`config.mk`:
```
export PLATFORM = sky130hd
export DESIGN_NAME = kvs_div
export DESIGN_NICKNAME = d
export VERILOG_FILES = /design/src/hw/rtl/kvs_pkg.sv /design/src/hw/rtl/kvs_div.sv
export SDC_FILE = /design/constraint.sdc
export NUM_CORES = 1
export LEC_CHECK = 0
export BUFFER_PORTS_ARGS = -buffer_cell sky130_fd_sc_hd__buf_2
export CAP_MARGIN = 20
export CORE_MARGIN = 2
export CORE_UTILIZATION = 30
export CTS_CLUSTER_SIZE = 14
export DETAILED_ROUTE_END_ITERATION = 8
export SYNTH_ARGS = -nofsm -noshare
export SYNTH_HDL_FRONTEND = slang
export SYNTH_SLANG_ARGS = --single-unit
```
`constraint.sdc`:
```
create_clock -name clk -period 4.63 [get_ports clk]
set_input_delay 1.389 -clock clk [delete_from_list [all_inputs] [get_ports clk]]
set_output_delay 1.389 -clock clk [all_outputs]
set_load 0.01 [all_outputs]
```
`src/hw/rtl/kvs_pkg.sv`:
```
// Shared constants, codes and types of the keyframe vector sampler.
`default_nettype none

package kvs_pkg;

  localparam int MAX_KEYS = 64;
  localparam int KEY_AW   = $clog2(MAX_KEYS);
  localparam int CNT_W    = $clog2(MAX_KEYS + 1);
  localparam int FRAC_W   = 17;                  // Q0.16 fraction plus the t == t1 bit
  localparam int STEP_W   = $clog2(FRAC_W + 1);

  typedef enum logic [1:0] {
    OP_CLEAR  = 2'd0,
    OP_APPEND = 2'd1,
    OP_SAMPLE = 2'd2,
    OP_NOP    = 2'd3
  } op_t;

  typedef enum logic [1:0] {
    ST_SAMPLED = 2'd0,
    ST_DONE    = 2'd1,
    ST_FULL    = 2'd2,
    ST_EMPTY   = 2'd3
  } status_t;

  typedef struct packed {
    logic              en;
    logic [KEY_AW-1:0] addr;
    logic [31:0]       key_time;
    logic [31:0]       key_x;
    logic [31:0]       key_y;
    logic [31:0]       key_z;
  } kvs_wr_t;

endpackage

`default_nettype wire

```
`src/hw/rtl/kvs_div.sv`:
```
// Serial restoring divider for the Q0.16 segment fraction, one quotient bit a cycle.
`default_nettype none

module kvs_div
  import kvs_pkg::*;
(
  input  wire logic              clk,
  input  wire logic              rst,
  input  wire logic              start,
  input  wire logic [31:0]       num,   // t - t0, never above den
  input  wire logic [31:0]       den,   // t1 - t0, nonzero
  output logic                   done,
  output logic [FRAC_W-1:0]      quot
);

  logic [32:0]       rem;
  logic [32:0]       rem_sub;
  logic [32:0]       rem_next;
  logic              ge;
  logic [STEP_W-1:0] steps;
  logic              running;

  // Remainder stays below den, so a 33-bit working register is enough.
  always_comb begin
    rem_sub  = rem - {1'b0, den};
    ge       = rem >= {1'b0, den};
    rem_next = ge ? rem_sub : rem;
  end

  always_ff @(posedge clk) begin
    if (rst) begin
      running <= 1'b0;
      done    <= 1'b0;
    end else begin
      done <= 1'b0;
      if (start) begin
        running <= 1'b1;
        steps   <= STEP_W'(FRAC_W);
        rem     <= {1'b0, num};
        quot    <= '0;
      end else if (running) begin
        rem   <= {rem_next[31:0], 1'b0};
        quot  <= {quot[FRAC_W-2:0], ge};
        steps <= steps - STEP_W'(1);
        if (steps == STEP_W'(1)) begin
          running <= 1'b0;
          done    <= 1'b1;
        end
      end
    end
  end

endmodule

`default_nettype wire

```
==> flow_summary.yaml, run 1 <==
status:
  status: "completed"
global_routing:
  overflow: 0
  grt_pass1_wl_um: 20080
  grt_pass1_vias: 4158
  grt_max_degree: 47
  antenna_found_initial: 1
  track_usage_pct: 15.37
floorplanning:
  fp-row-count: 45
  fp.dieH_um: 127.5
  coreArea_um2: 15030
  start_util_pct: 30.45
  die_x_um: 127.5
  die_area_um2: 16260
  ioPinCount: 85
pwr:
  ir_drop_mv: 0.1536
  p_per_area_nw_per_um2: 351.0
  p_comb_share_pct: 30.5
  sequentialPowerShare_pct: 33.7
  netSwitchingFraction_pct: 31.97
  internal_power_mw: 1.306
  power_leakage_nw: 2.461
  p_clk_share_pct: 35.7
  p_sw_uw: 613.6
synth:
  syn_area_per_cell_um2: 9.063
  synthFlopType: "edfxtp_1"
  synth-edff-count: 55
  async_reset_ff_share_pct: 0
  synth_fp_nets: 607
  netlist_area_um2: 4577
  netlist_instances: 505
  ys.warnings.count: 0
  yosysUniqueCellTypes: 63
  ys_seq_area_share_pct: 36.96
  ys_ff_latch: 57
layout:
  area_growth_pct: 19.46
  final_common_cell: "buf_2"
  drive_gt1_share_pct: 20.82
  layout.nets: 683
  fillCellCount: 1518
  diodes: 0
  fin_cells: 774
  final_cell_mix: "84 x buf_2, 55 x edfxtp_1, 47 x inv_1, 42 x nor2_1, 42 x a21oi_1"
route:
  route.detailed.drc: 0
  drtIter0Drc: 231
  avgViaCountPerCell: 5.207
  ant_nets: 0
  dr.pass1.iters: 5
  routed_wirelength_um: 12120
  wl_per_cell_um: 15.65
  vias: 4030
sta:
  finalCriticalPeriod_ns: 3.902
  rsz0062_at_grt: "no"
  max_freq_ghz: 0.2563
  worstMarginPinSlew_ns: 0.9046
  slew_headroom_pct: 39.63
  hold_violations: 0
  whs_ns: 0.4752
  period_share_pct: 84.27
  setup_viol: 0
  fin_tns_setup_ns: 0
  drv_slew: 0
  fin_skew_ns: 0.008787
setup_path:
  cp.arrival_ns: 3.98
  end_kind: "register"
  reg2reg_from: "rem[0]"
  cp.required_ns: 4.71
  rrSetupSlack_ns: 1.41
  crit_fanout: 3
  r2r_cells: 12
  rr_endpoint: "rem[25]"
  startpoint_type: "primary input"
  critPathKind: "in -> reg"
clock_tree:
  clockBufferDepth: 2
  htree_num_levels: 3
  clock_sinks: 57
  clkSlewWorstSetupHoldPaths_ns: 0.06
  cts_tree: "yes"
  postCtsSetupRepairBufs: 0
  hold_buffers: 0
  ctsResizeCount: 0
  cts-root-buf: "clkbuf_16"
  clk_latency_ns: 0.34
  cts_inserted_buffers: 9
worst_hold_path:
  hp-class: "reg -> reg"
  hold_end: "done"
  hold_path_startpoint: "running"
  holdPathStages: 1
job:
  drv_cap: 0
placement:
  gp_congestion: 0.8581
  placed_cells: 758
  dp_hpwl_um: 9135
  io_buffers: 84
-- critical path, stage by stage --
cell	delay, ns
buf_2	0.08
ha_1	0.15
inv_1	0.05
fa_1	0.41
a21oi_1	0.24
o211ai_1	0.17
nand3_1	0.13
nand3_1	0.12
a221oi_2	0.51
o221ai_1	0.22
xor2_1	0.18
a221o_1	0.33
-- per-stage QoR --
stage               worst slack [ns]  power [mW]  instance area (um^2)  util [%]
global placement              0.4695       1.228                  5162     34.34
global route                  0.6028       2.025                  5468     36.37
CTS                           0.7700       1.928                  5468     36.37
finish                        0.7284       1.919                  5468     36.37
floorplan                     0.1148       1.093                  4577         -
detailed placement            0.4249       1.241                  5162     34.34
-- cell usage after synthesis, types with 7 or more instances --
master | instances | area, um^2
a21oi_1 | 42 | 210.2
nand4_1 | 7 | 43.79
mux2i_1 | 23 | 230.2
nand3_1 | 19 | 95.09
ha_1 | 34 | 425.4
clkbuf_1 | 15 | 56.30
inv_1 | 47 | 176.4
and3_1 | 7 | 43.79
nor3_1 | 10 | 50.05
edfxtp_1 | 55 | 1652
nand2_1 | 33 | 123.9
a31oi_1 | 10 | 62.56
xor2_1 | 8 | 70.07
nor2_1 | 43 | 161.4
a21o_1 | 15 | 112.6
o21ai_0 | 18 | 90.09
buf_2 | 7 | 35.03
xnor2_1 | 17 | 148.9
nor2b_1 | 19 | 118.9
-- sequential cells by signal (all words and copies together) (netlist names) --
signal	flops
done	1
rem	33
running	1
quot	17
steps	5
-- worst max path at each step --
| stage | from | endpoint | cells after the start |
|---|---|---|---|
| final | den[0] | rem[25] | 12 |
| after global routing | den[0] | rem[25] | 12 |
| after CTS | den[0] | rem[25] | 12 |
| after detailed placement | den[0] | rem[25] | 12 |
| after global placement | den[0] | rem[25] | 12 |
| after floorplan | start | quot[0] | 3 |
-- routing by layer --
metal  GRT usage [%]  wire length (um)  up-vias  share of wire [%]
met5               0                 0        -                  0
met4           4.590               160        0                1.3
met3           3.392               673       16                5.6
met2           26.08              5881      126                 49
met1           19.61              5400     1898                 45
li1                -                 -     1990                  -
-- cells by family after synthesis --
family,Yosys count,share of synthesized area (%)
xor+xnor,25,4.784
fa+ha+maj,35,9.732
buf+inv,74,6.861
compound gates,128,18.48
simple gates,162,17.91
mux,24,5.276
flops,57,36.96
-- area by class of cell --
cell class | count | area [um^2] | share of cell area [%]
timing repair buffer | 92 | 480.5 | 8.787
clock buffer | 10 | 239.0 | 4.371
clock inverter | 6 | 66.31 | 1.213
sequential | 57 | 1692 | 30.94
multi-input combinational | 374 | 2579 | 47.16
tap | 188 | 235.2 | 4.302
inverter | 47 | 176.4 | 3.227
-- power by group through the flow --
stage / registers [mW] / logic [mW] / clock network, mW
2_1_floorplan: 0.657 / 0.436 / 0
3_5_place_dp: 0.658 / 0.583 / 0
5_1_grt: 0.653 / 0.656 / 0.716
6_report: 0.647 / 0.586 / 0.686
4_1_cts: 0.648 / 0.586 / 0.695
3_3_place_gp: 0.656 / 0.572 / 0
Note: power is estimated with default switching activity, not from simulation.
==> inputs of run 2 (changes only) <==
==> constraint.sdc (replaced) <==
create_clock -name clk -period 3.7 [get_ports clk]
set_input_delay 1.11 -clock clk [delete_from_list [all_inputs] [get_ports clk]]
set_output_delay 1.11 -clock clk [all_outputs]
set_load 0.01 [all_outputs]
==> flow_summary.yaml, run 2 (synthesis gave the netlist of run 1 again) <==
status:
  status: "completed"
route:
  drtIter0Drc: 171
  vias: 4004
  avgViaCountPerCell: 5.056
  wl_per_cell_um: 15.31
  routed_wirelength_um: 12120
  dr.pass1.iters: 5
  route.detailed.drc: 0
  ant_nets: 0
setup_path:
  cp.arrival_ns: 3.56
  startpoint_type: "primary input"
  reg2reg_from: "rem[0]"
  end_kind: "register"
  cp.required_ns: 3.79
  critPathKind: "in -> reg"
  crit_start: "den[0]"
  crit_fanout: 3
pwr:
  ir_drop_mv: 0.2209
  p_per_area_nw_per_um2: 445.9
  power_leakage_nw: 2.567
  finalPower_mw: 2.509
layout:
  largest_reg_flops: 33
  largestRegisters: "rem (33), quot (17), steps (5)"
  final_cell_mix: "84 x buf_2, 55 x edfxtp_1, 47 x inv_1, 42 x nor2_1, 42 x a21oi_1"
  layout.nets: 701
  drive_gt1_share_pct: 23.18
  seq_area_um2: 1692
  diodes: 0
  area_growth_pct: 22.94
  multi_input_area_um2: 2579
  final_common_cell: "buf_2"
  fillCellCount: 1508
  top_register: "rem"
global_routing:
  grt_pass1_vias: 4043
  grt_max_degree: 33
  grt_pass1_wl_um: 20070
  antenna_found_initial: 0
  track_usage_pct: 15.63
  overflow: 0
floorplanning:
  start_util_pct: 30.45
  fp-row-count: 45
  die_x_um: 127.5
  ioPinCount: 85
  die_area_um2: 16260
  coreArea_um2: 15030
  fp.dieH_um: 127.5
clock_tree:
  postCtsSetupRepairBufs: 0
  cts_inserted_buffers: 9
  hold_buffers: 0
  clk_latency_ns: 0.35
  cts-root-buf: "clkbuf_16"
  clkSlewWorstSetupHoldPaths_ns: 0.06
  clock_sinks: 57
  ctsResizeCount: 0
  clockBufferDepth: 2
  htree_num_levels: 3
  cts_tree: "yes"
sta:
  hold_violations: 0
  drv_slew: 0
  rsz0062_at_grt: "no"
  period_share_pct: 93.67
  worstMarginPinSlew_ns: 0.4616
  finalCriticalPeriod_ns: 3.466
  fin_tns_setup_ns: 0
  max_freq_ghz: 0.2885
  worst_slack_ns: 0.2342
  slew_headroom_pct: 69.11
  setup_viol: 0
  fin_skew_ns: 0.008587
placement:
  io_buffers: 84
  dp_hpwl_um: 9214
  dp_slack_ns: -0.09426
  gp_congestion: 0.8725
job:
  drv_cap: 0
worst_hold_path:
  hp-class: "reg -> reg"
  hold_path_startpoint: "running"
run 2: cell types whose count changed in the layout (fill, tap and decap cells not counted):
cell,previous run,this run
clkinvlp_4,3,0
bufinv_16,1,2
buf_4,8,26
clkinv_2,1,0
clkbuf_8,1,0
clkinv_4,0,4
run 2: stage by stage:
| step | cells | utilization, % | cell area (um^2) | hold slack, ns |
|---|---|---|---|---|
| after CTS | 792 | 37.43 | 5627 | 0.4807 |
| after global routing | 792 | 37.43 | 5627 | 0.4961 |
| after floorplan | 505 | - | 4579 | 0.4543 |
| after detailed placement | 776 | 35.24 | 5298 | 0.4731 |
| final | 792 | 37.43 | 5627 | 0.4743 |
| after global placement | 776 | 35.24 | 5298 | 0.4671 |
run 2: final timing paths:
check | to | slack [ns] | cells after the start
worst max-delay path | rem[25] | 0.23 | 13
worst min-delay path | done | 0.47 | 1
worst max register to register | rem[25] | 0.62 | 13
worst min register to register | done | 0.47 | 1
run 2: layout make-up:
| cell class | instances | share of cell area, % |
|---|---|---|
| tap | 188 | 4.181 |
| clock buffer | 9 | 4.003 |
| sequential | 57 | 30.06 |
| multi-input combinational | 374 | 45.83 |
| clock inverter | 7 | 1.846 |
| timing repair buffer | 110 | 10.94 |
| inverter | 47 | 3.135 |
run 2: worst max-delay path, stage by stage:
cell and delay, ns:
buf_2 0.08, ha_1 0.15, inv_1 0.05, fa_1 0.41, a21oi_1 0.25, o211ai_1 0.17, nand3_1 0.13, nand3_1 0.14
a221oi_2 0.30, buf_4 0.17, o221ai_1 0.12, xor2_1 0.16, a221o_1 0.32
run 2: power by group:
part	internal (mW)	leakage, nW	total, mW	switching [mW]
registers	0.782	0.543	0.810	0.0278
clock network	0.596	0.160	0.939	0.343
logic	0.337	1.86	0.760	0.423
total	1.72	2.57	2.51	0.794
run 2: routing by layer:
| layer | vias up | global-route usage [%] | wire length [um] | share of wire (%) |
|---|---|---|---|---|
| li1 | 2023 | - | - | - |
| met1 | 1872 | 20.18 | 5565 | 46 |
| met2 | 91 | 25.92 | 5863 | 48 |
| met3 | 18 | 2.722 | 442 | 3.6 |
| met4 | 0 | 6.464 | 250 | 2.1 |
| met5 | - | 0 | 0 | 0 |
